===== src/hw/rtl/lbfc_pkg.sv =====
`default_nettype none
// ----------------------------------------------------------------------------
// lbfc_pkg
// Shared types and constants of the line byte/field cutter: item layouts,
// register map codes, range selection flags and parameter defaults.
// ----------------------------------------------------------------------------
package lbfc_pkg;

	// Parameter defaults
	localparam int unsigned MAX_RANGES_DEF    = 4;
	localparam int unsigned HOLD_DEPTH_DEF    = 62;
	localparam int unsigned POSITION_BITS_DEF = 16;

	// Fixed widths
	localparam int unsigned SLOT_W     = 16;
	localparam int unsigned RANGE_W    = 64;
	localparam int unsigned CFG_DATA_W = 64;
	localparam int unsigned CFG_ADDR_W = 6;

	localparam logic [7:0] NEWLINE     = 8'd10;
	localparam logic [7:0] DELIM_RESET = 8'd9;

	// Register map, eight bytes apart
	typedef enum logic [2:0] {
		REG_CUT_MODE     = 3'd0,
		REG_DELIMITER    = 3'd1,
		REG_SUPPRESS     = 3'd2,
		REG_RANGE_COUNT  = 3'd3,
		REG_RANGE_STARTS = 3'd4,
		REG_RANGE_ENDS   = 3'd5
	} reg_idx_t;

	typedef struct packed {
		logic [7:0] data_byte;
		logic       end_of_stream;
	} lbfc_in_t;

	typedef struct packed {
		logic [7:0] out_byte;
		logic       held_overflow;
		logic       last_of_run;
	} lbfc_out_t;

	// Range match results for the current and the advanced position
	typedef struct packed {
		logic hit_cur;
		logic hit_next;
		logic next_above_min;
	} lbfc_sel_t;

endpackage
`default_nettype wire


===== src/hw/rtl/lbfc_hold_mem.sv =====
`default_nettype none
// ----------------------------------------------------------------------------
// lbfc_hold_mem
// Hold store for the first field of a line: one write port, one read port,
// registered read data.
// ----------------------------------------------------------------------------
module lbfc_hold_mem #(
	parameter int unsigned DEPTH = lbfc_pkg::HOLD_DEPTH_DEF,
	parameter int unsigned IDX_W = (DEPTH > 1) ? $clog2(DEPTH) : 1
) (
	input  wire logic             clk,
	input  wire logic             we,
	input  wire logic [IDX_W-1:0] waddr,
	input  wire logic [7:0]       wdata,
	input  wire logic             re,
	input  wire logic [IDX_W-1:0] raddr,
	output logic      [7:0]       rdata
);

	logic [7:0] mem [DEPTH];
	logic [7:0] rdata_q;

	always_ff @(posedge clk) begin
		if (we) begin
			mem[waddr] <= wdata;
		end
	end

	// Hold the read data until the next read
	always_ff @(posedge clk) begin
		if (re) begin
			rdata_q <= mem[raddr];
		end
	end

	assign rdata = rdata_q;

endmodule
`default_nettype wire


===== src/hw/rtl/lbfc_range_sel.sv =====
`default_nettype none
// ----------------------------------------------------------------------------
// lbfc_range_sel
// Range matcher: tests the current and the advanced position against the
// valid range slots and compares the advanced position with the smallest start.
// ----------------------------------------------------------------------------
module lbfc_range_sel #(
	parameter int unsigned MAX_RANGES    = lbfc_pkg::MAX_RANGES_DEF,
	parameter int unsigned POSITION_BITS = lbfc_pkg::POSITION_BITS_DEF
) (
	input  wire logic [2:0]                     range_count,
	input  wire logic [lbfc_pkg::RANGE_W-1:0]   range_starts,
	input  wire logic [lbfc_pkg::RANGE_W-1:0]   range_ends,
	input  wire logic [POSITION_BITS-1:0]       pos_cur,
	input  wire logic [POSITION_BITS-1:0]       pos_next,
	output lbfc_pkg::lbfc_sel_t                 sel
);

	localparam int unsigned SW = lbfc_pkg::SLOT_W;

	always_comb begin
		logic [SW-1:0] s;
		logic [SW-1:0] e;
		logic [SW-1:0] pc;
		logic [SW-1:0] pn;
		logic [SW:0]   mn;
		logic          used;
		pc  = SW'(pos_cur);
		pn  = SW'(pos_next);
		mn  = '1;
		sel = '0;
		for (int k = 0; k < MAX_RANGES; k++) begin
			used = (3'(k) < range_count);
			s = range_starts[k*SW +: SW];
			e = range_ends[k*SW +: SW];
			// start zero acts as one
			if (s == '0) begin
				s = SW'(1);
			end
			if (used) begin
				if (pc >= s && (e == '0 || pc <= e)) begin
					sel.hit_cur = 1'b1;
				end
				if (pn >= s && (e == '0 || pn <= e)) begin
					sel.hit_next = 1'b1;
				end
				if ({1'b0, s} < mn) begin
					mn = {1'b0, s};
				end
			end
		end
		sel.next_above_min = ({1'b0, pn} > mn);
	end

endmodule
`default_nettype wire


===== src/hw/rtl/line_byte_field_cutter_top.sv =====
`default_nettype none
// ----------------------------------------------------------------------------
// line_byte_field_cutter_top
// Streaming cut of byte positions or delimited fields from newline-ended lines.
// ----------------------------------------------------------------------------
// Text enters one item (a byte or an end-of-stream mark) per cycle on the src
// channel while the block is idle, and selected bytes leave on the dst channel
// through a single output register, so a new item is taken whenever the block
// is idle and that register is empty or being drained. In field mode the
// first field of a line is parked in a hold memory with one write and one
// read port until a delimiter, newline or end of stream decides its fate;
// releasing it takes the item, then for each held byte a memory read and a
// load into the output register, then any trailing newline or delimiter, all
// stretched by dst_stall. The src channel is stalled throughout the release.
// The hold memory needs no clearing pass: only entries below the held count
// are read. Registers sit on an APB port, eight bytes apart, 64 bits wide;
// write them only while the block is idle.
// ----------------------------------------------------------------------------
module line_byte_field_cutter_top #(
	parameter int unsigned MAX_RANGES    = lbfc_pkg::MAX_RANGES_DEF,
	parameter int unsigned HOLD_DEPTH    = lbfc_pkg::HOLD_DEPTH_DEF,
	parameter int unsigned POSITION_BITS = lbfc_pkg::POSITION_BITS_DEF
) (
	input  wire logic                              clk,
	input  wire logic                              arst_n,
	input  wire logic                              src_valid,
	output logic                                   src_stall,
	input  wire lbfc_pkg::lbfc_in_t                src_item,
	output logic                                   dst_valid,
	input  wire logic                              dst_stall,
	output lbfc_pkg::lbfc_out_t                    dst_item,
	input  wire logic                              psel,
	input  wire logic                              penable,
	input  wire logic                              pwrite,
	input  wire logic [lbfc_pkg::CFG_ADDR_W-1:0]   paddr,
	input  wire logic [lbfc_pkg::CFG_DATA_W-1:0]   pwdata,
	output logic      [lbfc_pkg::CFG_DATA_W-1:0]   prdata,
	output logic                                   pready
);

	localparam int unsigned CNT_W = $clog2(HOLD_DEPTH + 1);
	localparam int unsigned IDX_W = (HOLD_DEPTH > 1) ? $clog2(HOLD_DEPTH) : 1;
	localparam int unsigned DW    = lbfc_pkg::CFG_DATA_W;

	typedef enum logic [1:0] {
		S_IDLE,
		S_FL_RD,
		S_FL_EMIT,
		S_TAIL
	} state_t;

	// Configuration registers
	logic                           cut_mode_q;
	logic [7:0]                     delimiter_q;
	logic                           suppress_q;
	logic [2:0]                     range_count_q;
	logic [lbfc_pkg::RANGE_W-1:0]   range_starts_q;
	logic [lbfc_pkg::RANGE_W-1:0]   range_ends_q;

	// Line state
	logic [POSITION_BITS-1:0]       pos_q;
	logic                           dseen_q;
	logic [CNT_W-1:0]               hcnt_q;
	logic                           ovf_q;

	// Sequencer and output register
	state_t                         state_q;
	logic                           out_valid_q;
	lbfc_pkg::lbfc_out_t            out_q;
	logic [IDX_W-1:0]               idx_q;
	logic [IDX_W-1:0]               flush_last_q;
	logic                           tail_q;
	logic [7:0]                     tail_byte_q;
	logic                           flush_ovf_q;

	logic                           accept;
	logic                           slot_free;
	logic                           out_load;
	logic [POSITION_BITS-1:0]       pos_adv;
	logic [CNT_W-1:0]               hcnt_dec;
	lbfc_pkg::lbfc_sel_t            sel;
	logic [7:0]                     mem_rdata;
	logic                           mem_we;
	logic                           mem_re;
	logic                           cfg_wr;

	// Step decode
	logic                           emit_now;
	logic [7:0]                     emit_byte;
	logic                           start_flush;
	logic                           tail_flag;
	logic [7:0]                     tail_byte;
	logic                           clr_line;
	logic                           adv;
	logic                           set_dseen;
	logic                           clr_hcnt;
	logic                           set_ovf;

	// ---------------------------------------------------------------- config
	assign pready = 1'b1;
	assign cfg_wr = psel && penable && pwrite;

	always_ff @(posedge clk or negedge arst_n) begin
		if (!arst_n) begin
			cut_mode_q     <= 1'b0;
			delimiter_q    <= lbfc_pkg::DELIM_RESET;
			suppress_q     <= 1'b0;
			range_count_q  <= 3'd1;
			range_starts_q <= lbfc_pkg::RANGE_W'(1);
			range_ends_q   <= '0;
		end else if (cfg_wr) begin
			unique case (paddr[5:3])
				lbfc_pkg::REG_CUT_MODE:     cut_mode_q     <= pwdata[0];
				lbfc_pkg::REG_DELIMITER:    delimiter_q    <= pwdata[7:0];
				lbfc_pkg::REG_SUPPRESS:     suppress_q     <= pwdata[0];
				lbfc_pkg::REG_RANGE_COUNT:  range_count_q  <= pwdata[2:0];
				lbfc_pkg::REG_RANGE_STARTS: range_starts_q <= pwdata[63:0];
				lbfc_pkg::REG_RANGE_ENDS:   range_ends_q   <= pwdata[63:0];
				default: ;
			endcase
		end
	end

	always_comb begin
		unique case (paddr[5:3])
			lbfc_pkg::REG_CUT_MODE:     prdata = DW'(cut_mode_q);
			lbfc_pkg::REG_DELIMITER:    prdata = DW'(delimiter_q);
			lbfc_pkg::REG_SUPPRESS:     prdata = DW'(suppress_q);
			lbfc_pkg::REG_RANGE_COUNT:  prdata = DW'(range_count_q);
			lbfc_pkg::REG_RANGE_STARTS: prdata = range_starts_q;
			lbfc_pkg::REG_RANGE_ENDS:   prdata = range_ends_q;
			default:                    prdata = '0;
		endcase
	end

	// ------------------------------------------------------------- handshake
	// The output register frees up when empty or drained this cycle; an item
	// is taken only in idle so that at most one result goes straight out.
	assign slot_free = !out_valid_q || !dst_stall;
	assign src_stall = !((state_q == S_IDLE) && slot_free);
	assign accept    = src_valid && !src_stall;
	assign dst_valid = out_valid_q;
	assign dst_item  = out_q;

	// Load the output register with a direct result or a released byte
	assign out_load = ((state_q == S_IDLE) && accept && emit_now) ||
		(((state_q == S_FL_EMIT) || (state_q == S_TAIL)) && slot_free);

	// Position saturates at all ones
	assign pos_adv  = (&pos_q) ? pos_q : pos_q + 1'b1;
	assign hcnt_dec = hcnt_q - 1'b1;

	lbfc_range_sel #(
		.MAX_RANGES    (MAX_RANGES),
		.POSITION_BITS (POSITION_BITS)
	) u_range_sel (
		.range_count  (range_count_q),
		.range_starts (range_starts_q),
		.range_ends   (range_ends_q),
		.pos_cur      (pos_q),
		.pos_next     (pos_adv),
		.sel          (sel)
	);

	// ----------------------------------------------------------- step decode
	always_comb begin
		logic [7:0] b;
		logic       held_any;
		logic       tail_want;
		b           = src_item.data_byte;
		held_any    = (hcnt_q != '0);
		tail_want   = sel.hit_next && sel.next_above_min;
		emit_now    = 1'b0;
		emit_byte   = b;
		start_flush = 1'b0;
		tail_flag   = 1'b0;
		tail_byte   = lbfc_pkg::NEWLINE;
		clr_line    = 1'b0;
		adv         = 1'b0;
		set_dseen   = 1'b0;
		clr_hcnt    = 1'b0;
		mem_we      = 1'b0;
		set_ovf     = 1'b0;
		priority if (src_item.end_of_stream) begin
			// finish the line without a newline; release an undelimited field
			clr_line    = 1'b1;
			start_flush = cut_mode_q && !dseen_q && !suppress_q && held_any;
		end else if (b == lbfc_pkg::NEWLINE) begin
			clr_line = 1'b1;
			if (!cut_mode_q || dseen_q) begin
				emit_now  = 1'b1;
				emit_byte = lbfc_pkg::NEWLINE;
			end else if (!suppress_q) begin
				if (held_any) begin
					start_flush = 1'b1;
					tail_flag   = 1'b1;
				end else begin
					emit_now  = 1'b1;
					emit_byte = lbfc_pkg::NEWLINE;
				end
			end
		end else if (!cut_mode_q) begin
			adv      = 1'b1;
			emit_now = sel.hit_cur;
		end else if (b == delimiter_q) begin
			adv       = 1'b1;
			tail_byte = delimiter_q;
			if (!dseen_q) begin
				set_dseen = 1'b1;
				clr_hcnt  = 1'b1;
			end
			if (!dseen_q && sel.hit_cur && held_any) begin
				start_flush = 1'b1;
				tail_flag   = tail_want;
			end else if (tail_want) begin
				emit_now  = 1'b1;
				emit_byte = delimiter_q;
			end
		end else if (!dseen_q) begin
			// park first-field bytes; drop and mark once the store is full
			if (hcnt_q < CNT_W'(HOLD_DEPTH)) begin
				mem_we = accept;
			end else begin
				set_ovf = 1'b1;
			end
		end else begin
			emit_now = sel.hit_cur;
		end
	end

	// ------------------------------------------------------------ hold store
	assign mem_re = (state_q == S_FL_RD);

	lbfc_hold_mem #(
		.DEPTH (HOLD_DEPTH),
		.IDX_W (IDX_W)
	) u_hold_mem (
		.clk   (clk),
		.we    (mem_we),
		.waddr (hcnt_q[IDX_W-1:0]),
		.wdata (src_item.data_byte),
		.re    (mem_re),
		.raddr (idx_q),
		.rdata (mem_rdata)
	);

	// ------------------------------------------------------------ line state
	always_ff @(posedge clk or negedge arst_n) begin
		if (!arst_n) begin
			pos_q   <= POSITION_BITS'(1);
			dseen_q <= 1'b0;
			hcnt_q  <= '0;
			ovf_q   <= 1'b0;
		end else if (accept) begin
			if (clr_line) begin
				pos_q   <= POSITION_BITS'(1);
				dseen_q <= 1'b0;
				hcnt_q  <= '0;
				ovf_q   <= 1'b0;
			end else begin
				if (adv) begin
					pos_q <= pos_adv;
				end
				if (set_dseen) begin
					dseen_q <= 1'b1;
				end
				if (clr_hcnt) begin
					hcnt_q <= '0;
				end else if (mem_we) begin
					hcnt_q <= hcnt_q + 1'b1;
				end
				if (set_ovf) begin
					ovf_q <= 1'b1;
				end
			end
		end
	end

	// ------------------------------------------------------------- sequencer
	// Idle takes items and sends single results; a release walks the hold
	// store read by read, then sends any trailing newline or delimiter.
	always_ff @(posedge clk or negedge arst_n) begin
		if (!arst_n) begin
			state_q      <= S_IDLE;
			out_valid_q  <= 1'b0;
			out_q        <= '0;
			idx_q        <= '0;
			flush_last_q <= '0;
			tail_q       <= 1'b0;
			tail_byte_q  <= lbfc_pkg::NEWLINE;
			flush_ovf_q  <= 1'b0;
		end else begin
			// raise valid on a new result, drop it once the item is drained
			if (out_load) begin
				out_valid_q <= 1'b1;
			end else if (dst_valid && !dst_stall) begin
				out_valid_q <= 1'b0;
			end
			unique case (state_q)
				S_IDLE: begin
					if (accept && start_flush) begin
						idx_q        <= '0;
						flush_last_q <= hcnt_dec[IDX_W-1:0];
						tail_q       <= tail_flag;
						tail_byte_q  <= tail_byte;
						flush_ovf_q  <= ovf_q;
						state_q      <= S_FL_RD;
					end else if (accept && emit_now) begin
						out_q.out_byte    <= emit_byte;
						out_q.held_overflow <= ovf_q;
						out_q.last_of_run <= 1'b1;
					end
				end
				S_FL_RD: begin
					state_q <= S_FL_EMIT;
				end
				S_FL_EMIT: begin
					if (slot_free) begin
						out_q.out_byte      <= mem_rdata;
						out_q.held_overflow <= flush_ovf_q;
						out_q.last_of_run   <= (idx_q == flush_last_q) && !tail_q;
						if (idx_q == flush_last_q) begin
							state_q <= tail_q ? S_TAIL : S_IDLE;
						end else begin
							idx_q   <= idx_q + 1'b1;
							state_q <= S_FL_RD;
						end
					end
				end
				S_TAIL: begin
					if (slot_free) begin
						out_q.out_byte      <= tail_byte_q;
						out_q.held_overflow <= flush_ovf_q;
						out_q.last_of_run   <= 1'b1;
						tail_q              <= 1'b0;
						state_q             <= S_IDLE;
					end
				end
				default: state_q <= S_IDLE;
			endcase
		end
	end

	// ------------------------------------------------------------ assertions
	// The hold store is written only while no release is reading it.
	a_no_write_in_release: assert property (@(posedge clk) disable iff (!arst_n)
		(state_q != S_IDLE) |-> !mem_we)
		else $error("hold store written during a release");

	// The held count never passes the store depth.
	a_hcnt_bound: assert property (@(posedge clk) disable iff (!arst_n)
		hcnt_q <= CNT_W'(HOLD_DEPTH))
		else $error("held count beyond hold depth");

	// A release never reads beyond the bytes that were held.
	a_idx_bound: assert property (@(posedge clk) disable iff (!arst_n)
		(state_q == S_FL_EMIT || state_q == S_FL_RD) |-> idx_q <= flush_last_q)
		else $error("release index beyond held bytes");

	// The trailing byte of a release is a newline or the delimiter.
	a_tail_byte: assert property (@(posedge clk) disable iff (!arst_n)
		(state_q == S_TAIL) |->
			(tail_byte_q == lbfc_pkg::NEWLINE || tail_byte_q == delimiter_q))
		else $error("unexpected trailing byte");

endmodule
`default_nettype wire


===== config.mk =====
export PLATFORM = sky130hd
export DESIGN_NAME = line_byte_field_cutter_top
export DESIGN_NICKNAME = d
export VERILOG_FILES = /design/src/hw/rtl/lbfc_pkg.sv /design/src/hw/rtl/lbfc_hold_mem.sv /design/src/hw/rtl/lbfc_range_sel.sv /design/src/hw/rtl/line_byte_field_cutter_top.sv
export SDC_FILE = /design/constraint.sdc
export NUM_CORES = 1
export LEC_CHECK = 0
export BUFFER_PORTS_ARGS = -buffer_cell sky130_fd_sc_hd__buf_2
export CAP_MARGIN = 30
export CORE_MARGIN = 5
export CORE_UTILIZATION = 45
export CTS_CLUSTER_SIZE = 40
export DETAILED_ROUTE_END_ITERATION = 8
export HOLD_SLACK_MARGIN = 0.08
export PLACE_DENSITY = 0.64
export RECOVER_POWER = 100
export SLEW_MARGIN = 40
export SYNTH_ARGS = -nofsm -noshare
export SYNTH_HDL_FRONTEND = slang
export SYNTH_HIERARCHICAL = 1
export SYNTH_SLANG_ARGS = --single-unit
export TNS_END_PERCENT = 1

===== constraint.sdc =====
create_clock -name clk -period 12.7 [get_ports clk]
set_input_delay 3.175 -clock clk [delete_from_list [all_inputs] [get_ports clk]]
set_output_delay 3.175 -clock clk [all_outputs]
set_load 0.005 [all_outputs]

# == After elaboration in Yosys (flattened, before gate mapping) ==
# Memories as Yosys holds them, arrays and structs flattened. A register that Yosys moved wholly into a read port is not among the register bits.
# Index checks and enable logic that the tools add are counted.
# word_totals
output_inout_bits,77
ramBits,496
input_bits,86
memories,1
reg_bits,200
# classes
eq_ne,17
n_addsub,4
n_reduce_logical,79
n_lt_le_gt_ge,26
muxes,116
# memory_table
memory,words,width,rd,rd_clocked_by_memory_dff,write_ports,line,source
u_hold_mem.mem,62,8,1,1,1,lbfc_hold_mem.sv:20,logic [7:0] mem [DEPTH];
# op_table
op,count
one-hot mux 64 bit (6 select lines),1
2-to-1 mux 17 bit,8
greater-or-equal comparator 16 bit,8
<= comparator 16 bit,8
zero test 16 bit,8
2-to-1 mux 16 bit,7
2-to-1 mux 8 bit,13
2-to-1 mux 1 bit,64
less-than comparator 16 x 17 -> 1 bit,3
2-to-1 mux 10 bit,4
2-to-1 mux 6 bit,6
one-hot mux 10 bit (3 select lines),1
logical AND 1 bit,25
AND reduction 2 bit,11
2-to-1 mux 2 bit,9
greater-than comparator 16 x 17 -> 1 bit,1
"less-than comparator 16 x 17 -> 1 bit, second input constant",1
"adder 16 x 1 -> 16 bit, second input constant",1
AND reduction 16 bit,1
"adder 6 x 1 -> 6 bit, second input constant",2
logical OR 1 bit,12
one-hot mux 6 bit (2 select lines),1
nonzero test 2 bit,6
"== test 8 x 4 -> 1 bit, second input constant",1
other kinds (23),40

# == Logic depth before layout (Yosys ltp) ==
# Gate-level depths: netlist of run 1.
# depth
ltp_word,26
depth_mapped,54

# == Modules after synthesis ==
# Netlist of run 1, hierarchy kept.
# by_module_without_submodules
module,cells_per_inst,seq_area_each_um2,n_inst,area_each_um2
lbfc_hold_mem,931,15134.5,1,19688.9
line_byte_field_cutter_top,819,5013.6,1,9748.1
lbfc_range_sel,1082,0.0,1,8456.9

# == Worst setup path before layout of run 1 ==
# No wires, ideal clock.
# synth_path
kind,register -> register
startpoint,register range_count_q[1]
endpoint,register out_q (netlist bit dst_item[0])
required_time_ns,12.575
path_buffers,5
setup_time_ns,0.125
arrival_time_ns,10.763
setup_slack_ns,1.812
path_stages_with_launch,53
cell_sequence,dfrtp_1 -> nor3_2 -> buf_2 -> buf_1 -> nor2_1 -> ha_1 -> a21oi_1 -> o21ai_0 -> a2111oi_0 -> o211ai_2 -> nor2_2 -> clkbuf_1 -> mux2_2 -> ha_1 -> a21o_1 -> a21o_1 -> a21o_1 -> a21oi_1 -> [... 17 more ...] -> ha_1 -> nor2b_1 -> o21a_1 -> o21a_1 -> o21a_1 -> o21a_1 -> o21ai_0 -> nand2b_1 -> a21oi_1 -> nor2b_1 -> o221ai_1 -> a21oi_1 -> nand2_1 -> nor2b_1 -> a211o_1 -> a22o_1 -> buf_6 -> mux2_4
# synth_rtl
element,line,source
start: declaration,line_byte_field_cutter_top.sv:56,logic [2:0] range_count_q;
start signal: assignment,line_byte_field_cutter_top.sv:116,lbfc_pkg::REG_RANGE_COUNT: range_count_q <= pwdata[2:0];
end: declaration,line_byte_field_cutter_top.sv:69,lbfc_pkg::lbfc_out_t out_q;

==> metrics.md, run 1 <==
| Metric | Value |
|---|---|
| P per Cell Area | 182 nW/µm² |
| Worst R2R Start | range_count_q[0]$_DFFE_PN1P_ |
| Hold depth | 2 |
| Max-slew violation count | 1064 |
| Worst rel slew slack | -2.14 |
| Element type at the critical path start | flip-flop |
| Area leader, netlist | edfxtp_1 |
| Final Hold Vio Count | 0 |
| Status | finished, violations left |
| Hold Startpoint | tail_byte_q[3]$_DFFE_PN1P_ |
| Non-Filler Instances | between 4000 and 5000 |
| Yosys reg bits | 704 |
| Post-synth top cells | edfxtp_1 (504), ha_1 (318), dfrtp_1 (193) |
| Core area | 83600 µm² |
| Clock root buffer | clkbuf_16 |
| Fin crit period | around 12 ns |
| Setup slack after layout | around 0.67 ns |
| Least-Margin Pin Slew | between 4 and 5 ns |
| Crit end category | flip-flop |
| Crit path DAT | 12.50 ns |
| Synthesized instance count | 2832 |
| Die Ht | about 300 µm |
| Number of buffers created by CTS | between 70 and 80 |
| Synth cell types | between 80 and 90 |
| Count leader, synth | edfxtp_1 |
| Clock skew | 0.0885 ns |
| Initial antenna violation count | 7 |
| Syn avg cell area | between 10 and 15 µm² |
| Pleak | 0.0166 µW |
| Clock insertion delay at the later pin of the skew report | around 0.7 ns |
| Max-cap violations | 20 |
| Worst R2R Setup Slack | 0.67 ns |
| Commonest register cell after synthesis | edfxtp_1 |
| Max FO, Critical Path | 21 |
| Area contributors post-synth | edfxtp_1 (40%), dfrtp_1 (13%), ha_1 (10%) |
| DR iter-0 viols | around 2100 |
| Die Wd | 300 µm |
| Most used cell, CP | a21oi_1 |
| GRT overflow | 0 |
| Die area | ~90000 µm² |
| WL/cell | 26.4 µm |
| Vias in the first global route | 25900 |
| Maximum vdd drop | 0.000121 V |
| Min-Delay Path Class | reg2reg |
| Nets | roughly 3400 |
| WHS Endpoint | tail_byte_q[3]$_DFFE_PN1P_ |
| Dpl ws | ~0.73 ns |
| RSZ-0062 raised after global routing | no |
| IO Pins | about 160 |
| Syn-to-layout area delta | 11.4% |
| Cells after DPL | about 4000 |
| Failing checks | capacitance limit, slew limit |
| Antenna viol nets, final | 0 |
| Setup TNS Final | 0 ns |
| Post-synthesis sequential area ratio | 0.532 |
| CTS Sinks | approximately 700 |
| Clock Path Buffers | 3 |
| Via-to-Cell Ratio | slightly above 6 |
| Total global-route track usage | 0.236 |
| Reg-to-reg critical path endpoint | dst_item[5]$_DFFE_PN0P_ |
| CP peak stage delay | slightly below 0.6 ns |
| Clock-pin slew on the worst setup and hold paths | ~0.06 ns |
| Largest net degree at the start of global routing | 102 |
| H-tree Lvls | 3 |
| Reg area | between 20000 and 25000 µm² |
| Post-Route WL | roughly 110000 µm |
| Crit path required time | approximately 13 ns |
| CTS tree | done |
| DR pass1 iterations | 6 |
| Row count | between 100 and 150 |
| Synthesized cell area | 37900 µm² |
| Worst Path Class, Setup | reg2reg |
| Post-CTS Hold Buffers | 0 |
| Share of layout cells above drive strength 1 | 0.183 |
| CP max stage cell | a2111oi_1 |
| Port bufs | ~160 |
| Yosys warns | 6 |
| Multi-input gate area | between 15000 and 20000 µm² |
| Global placement routability congestion | 0.949 |
| Syn Nets | between 3000 and 4000 |
| First-pass GRT wire length | roughly 160000 µm |
| Dpl hpwl | roughly 76000 µm |
| Number of flops mapped to enable cells by yosys | approximately 500 |
| Fmax | a little over 80 MHz |
| FFs w/ async S/R, synth | 0.284 |
| Util after Layout | 0.505 |
| R2R cell count | 49 |
| Via count | roughly 25000 |
| Power after layout | about 7700 µW |
| Share of the synthesized area in the top cell type | 0.399 |
| Setup-failing EPs final | 0 |
| Fillcell total | ~7100 |
| Tcrit/Tclk final | 0.948 |
| Initial Utilization | 0.454 |
| DRC Markers | 0 |
-- final cells by class --
cell class,instances,share of cell area
timing repair buffer,223,0.0271
sequential,704,0.477
clock inverter,45,0.0137
multi-input combinational,1837,0.389
inverter,146,0.0130
antenna,2,0.000119
clock buffer,94,0.0473
tap,1080,0.0320
-- placed cells by master (no fill, tap or decap), types with 58 or more instances in the layout --
cell type  Yosys  routed
a21o_1        70      70
a21oi_1      110     110
a22o_1        66      66
buf_2         35      95
clkbuf_1      81      99
clkbuf_16      0      76
dfrtp_1      193     187
edfxtp_1     504     504
ha_1         318     318
inv_1        145     145
mux2_2       169     161
mux2i_1       58      58
mux4_2        97      97
nand2_1      107     107
nor2_1       161     158
o21ai_0       82      97
-- worst max path at each step --
stage,startpoint,end,slack [ns],cells past startpoint
5_1_grt,range_count_q[0]$_DFFE_PN1P_,dst_item[5]$_DFFE_PN0P_,0.03,49
3_5_place_dp,range_count_q[0]$_DFFE_PN1P_,dst_item[5]$_DFFE_PN0P_,0.73,49
6_report,range_count_q[0]$_DFFE_PN1P_,dst_item[5]$_DFFE_PN0P_,0.67,49
3_3_place_gp,range_count_q[0]$_DFFE_PN1P_,dst_item[4]$_DFFE_PN0P_,0.43,49
2_1_floorplan,range_count_q[1]$_DFFE_PN0P_,dst_item[0]$_DFFE_PN0P_,1.81,52
4_1_cts,range_count_q[0]$_DFFE_PN1P_,dst_item[5]$_DFFE_PN0P_,0.68,48
-- layer usage --
layer / track usage / part of all wire
met5: 0 / 0.00028
met4: 0.0917 / 0.040
met3: 0.0394 / 0.067
met2: 0.400 / 0.49
met1: 0.307 / 0.40
-- report_power, final --
part	internal, µW	switching [µW]	total (µW)	leakage, µW
Sequential	2630	291	2920	0.00709
Clock	1290	949	2230	0.00123
Combinational	1160	1360	2520	0.00823
Total	5080	2600	7680	0.0166
-- worst max-delay path, delay by kind of cell (launching register included) --
family	cells	cell delay [ns]
compound gates	29	6.62
fa+ha+maj	4	1.26
buf+inv	1	0.35
flops	1	0.40
mux	3	1.20
simple gates	12	2.05
-- state kept, by name, summed over array words and instances, names as in the netlist --
| name | count |
|---|---|
| flush_ovf_q | 1 |
| tail_q | 1 |
| suppress_q | 1 |
| dst_item | 10 |
| tail_byte_q | 8 |
| dseen_q | 1 |
| range_count_q | 3 |
| hcnt_q | 6 |
| flush_last_q | 6 |
| range_ends_q | 64 |
| cut_mode_q | 1 |
| u_hold_mem/rdata | 8 |
| pos_q | 16 |
| range_starts_q | 64 |
| delimiter_q | 8 |
| state_q | 2 |
| ovf_q | 1 |
| dst_valid | 1 |
| idx_q | 6 |
| u_hold_mem/mem | 496 |
-- logic make-up (layout without fill, tap and decap cells) --
| group | Yosys count | after routing | share of synthesized area |
|---|---|---|---|
| AOI/OAI and AO/OA | 539 | 539 | 0.0987 |
| xor gates and xnor gates | 31 | 31 | 0.00736 |
| adders and majority gates | 319 | 319 | 0.105 |
| buffers and inverters | 291 | 508 | 0.0337 |
| DFF | 704 | 704 | 0.532 |
| muxes | 364 | 364 | 0.144 |
| other | 1 | 3 | 0.0000990 |
| and+or+nand+nor | 583 | 583 | 0.0791 |
-- repair_timing --
| item | 4_1_cts | 5_1_grt |
|---|---|---|
| endpoints found under the setup margin | 0 | 10 |
| setup buffers | 0 | 0 |
| gates resized for setup | 0 | 1 |
-- stage by stage --
stage	cell area, µm²	hold WS [ns]
CTS	42500	0.484
detailed placement	39900	0.475
global placement	39800	0.474
global route	42200	0.501
floorplan	37900	0.445
finish	42200	0.484
No activity file was read; power rests on OpenSTA's default activity.
==> run 2: changes to the inputs <==
- clock period: 12.7 -> 11.9 ns (I/O delays scaled with it)
==> run 2 against run 1 <==
The run still ends with capacitance limit, slew limit left. Non-clock buffer count is the same. Worst hold slack improved by 0.0097 ns. Sequential power increased by 7.2%. Wire length is 0.86% higher. Utilization shrank 0.11 points. Combinational power up 7%. Die area is the same. Clock power grew 5%. Sequential cell count stayed put. First-iteration DRC count grew 3.0%. Via count down 0.23%. Global-route usage up 0.21 points.
==> metrics.md, run 2 (synthesis results as in run 1) <==
| Metric | Value |
|---|---|
| Min-Delay Path Class | reg2reg |
| RSZ-0062 raised after global routing | no |
| Most used cell, CP | a21oi_1 |
| Element type at the critical path start | flip-flop |
| Crit path DAT | 11.73 ns (-0.77 ns) |
| Die Ht | 300 µm (unchanged) |
| DR pass1 iterations | 8 (+2) |
| Worst R2R Setup Slack | 0.66 ns (about the same) |
| Cells after DPL | 3989 (+0.025%) |
| Port bufs | 158 (unchanged) |
| CTS Sinks | 704 (unchanged) |
| Clock Path Buffers | 3 (unchanged) |
| Power after layout | 8160 µW (+6.3%) |
| DR iter-0 viols | 2173 (+3.0%) |
| Antenna viol nets, final | 0 (unchanged) |
| Reg-to-reg critical path endpoint | dst_item[6]$_DFFE_PN0P_ |
| Setup TNS Final | 0 ns (unchanged) |
| Hold Startpoint | flush_ovf_q$_DFFE_PN0P_ |
| Clock root buffer | clkbuf_16 |
| Initial Utilization | 0.454 (unchanged) |
| CP max stage cell | or3b_2 |
| IO Pins | 163 (unchanged) |
| Initial antenna violation count | 8 (+1) |
| H-tree Lvls | 3 (unchanged) |
| P per Cell Area | 194 nW/µm² (+6.5%) |
| Maximum vdd drop | 0.000104 V (-14%) |
| Syn-to-layout area delta | 11.2% |
| Row count | 106 (unchanged) |
| WL/cell | 26.7 µm (+1.0%) |
| Crit path required time | 12.39 ns (-0.78 ns) |
| Most frequent cells in the layout | edfxtp_1 (504), ha_1 (318), dfrtp_1 (188) |
| Via count | 25400 (-0.23%) |
| CTS tree | done |
| Post-CTS setup buffer count | 0 (unchanged) |
| Failing checks | capacitance limit, slew limit |
| Worst Path Class, Setup | reg2reg |
| Final Hold Vio Count | 0 (unchanged) |
| Status | finished, violations left |
| Crit end category | flip-flop |
| Global placement routability congestion | 0.936 (-1.3%) |
| DRC Markers | 0 (unchanged) |
| Clock insertion delay at the later pin of the skew report | 0.63 ns (-0.05 ns) |
| Pleak | 0.0165 µW (-0.17%) |
| Setup-failing EPs final | 0 (unchanged) |
| Biggest regs | u_hold_mem/mem (496), range_ends_q (64), range_starts_q (64) |
| First-pass GRT wire length | 164000 µm (+0.79%) |
| Max FO, Critical Path | 24 (+14%) |
| Hold depth | 1 (-1) |
| Fmax | 89.0 MHz (+7.1%) |
| GRT overflow | 0 (unchanged) |
| Clock-pin slew on the worst setup and hold paths | 0.07 ns (about the same) |
| Max-slew violation count | 1030 (-3.2%) |
| Die area | 90100 µm² (unchanged) |
| Nets | 3392 (unchanged) |
| Cell family with most CP delay | compound AO/OA/AOI/OAI gates |
| Worst R2R Start | range_count_q[0]$_DFFE_PN1P_ |
| Max-cap violations | 19 (-5.0%) |
| Util after Layout | 0.504 (-0.00108) |
| Clock skew | 0.0289 ns (-0.0596 ns) |
| CP peak stage delay | 0.48 ns (-0.10 ns) |
| Top reg by flops | u_hold_mem/mem |
| Vias in the first global route | 25800 (-0.48%) |
| Worst rel slew slack | -2.15 (-0.0123) |
| Number of buffers created by CTS | 76 (unchanged) |
| Post-Route WL | 110000 µm (+0.86%) |
| Via-to-Cell Ratio | 6.16 (about the same) |
| Max reg flops | 496 (unchanged) |
| Largest net degree at the start of global routing | 73 (-28%) |
| R2R cell count | 51 (+4.1%) |
| Non-Filler Instances | 4124 (-0.17%) |
| Dpl hpwl | 76800 µm (+0.57%) |
| Least-Margin Pin Slew | 4.73 ns (+0.0184 ns) |
| Die Wd | 300 µm (unchanged) |
| Tcrit/Tclk final | 0.944 (-0.00328) |
| Most common cell after layout, fill and taps aside | edfxtp_1 |
| Fin crit period | 11.24 ns (-0.797 ns) |
| Core area | 83600 µm² (unchanged) |
| Smallest hold slack | 0.494 ns (+0.00970 ns) |
| WHS Endpoint | flush_ovf_q$_DFFE_PN0P_ |
| Total global-route track usage | 0.239 (+0.00213) |
| Share of layout cells above drive strength 1 | 0.185 (+0.00200) |
| CP Buf/Inv Count | 4 (+3) |
run 2: cell count changes in the layout (fill, tap and decap cells not counted), sizes merged:
cell,previous run,this run
buf,139,138
clkbuf,178,179
diode,2,1
clkinv,34,27
inv,147,148
run 2: stage by stage:
step           cell area [µm²]  setup slack (ns)
6_report                 42100             0.662
5_1_grt                  42100            0.0751
4_1_cts                  42400             0.496
3_5_place_dp             39900             0.540
3_3_place_gp             39800             0.537
2_1_floorplan            37900              1.01
run 2: power breakdown:
group / leakage, µW / total (µW) / internal (µW) / switching, µW
Combinational: 0.00824 / 2700 / 1250 / 1450
Sequential: 0.00709 / 3130 / 2810 / 321
Clock: 0.00119 / 2340 / 1350 / 988
Total: 0.0165 / 8160 / 5400 / 2750
run 2: layer usage:
metal,up-vias,GRT usage,share of wire
li1,11300,-,-
met1,12800,0.314,0.40
met3,273,0.0381,0.071
met2,1088,0.398,0.48
met4,0,0.0962,0.044
met5,-,0,0
run 2: area by class of cell:
| type | count | area (µm²) |
|---|---|---|
| fillers | 7121 | 41400 |
| flip-flops and latches | 704 | 20200 |
| multi-input cells | 1837 | 16500 |
| clock buffers | 94 | 1980 |
| well taps | 1080 | 1350 |
| repair buffers | 223 | 1130 |
| inverters | 146 | 548 |
| clock inverters | 39 | 490 |
| diodes | 1 | 2.50 |
run 2: worst max-delay path by stage:
stage                                       startpoint                       to  cells past startpoint
after global routing      range_count_q[0]$_DFFE_PN1P_  dst_item[6]$_DFFE_PN0P_                     50
after floorplan           range_count_q[1]$_DFFE_PN0P_  dst_item[0]$_DFFE_PN0P_                     52
final                     range_count_q[0]$_DFFE_PN1P_  dst_item[6]$_DFFE_PN0P_                     51
after CTS                 range_count_q[0]$_DFFE_PN1P_  dst_item[3]$_DFFE_PN0P_                     50
after detailed placement  range_count_q[0]$_DFFE_PN1P_  dst_item[4]$_DFFE_PN0P_                     50
after global placement    range_count_q[0]$_DFFE_PN1P_  dst_item[7]$_DFFE_PN0P_                     51
run 2: what timing repair did:
| item | CTS | global route |
|---|---|---|
| gates resized for setup | 0 | 2 |
| setup endpoints to repair | 0 | 10 |
| hold buffers | 0 | 0 |
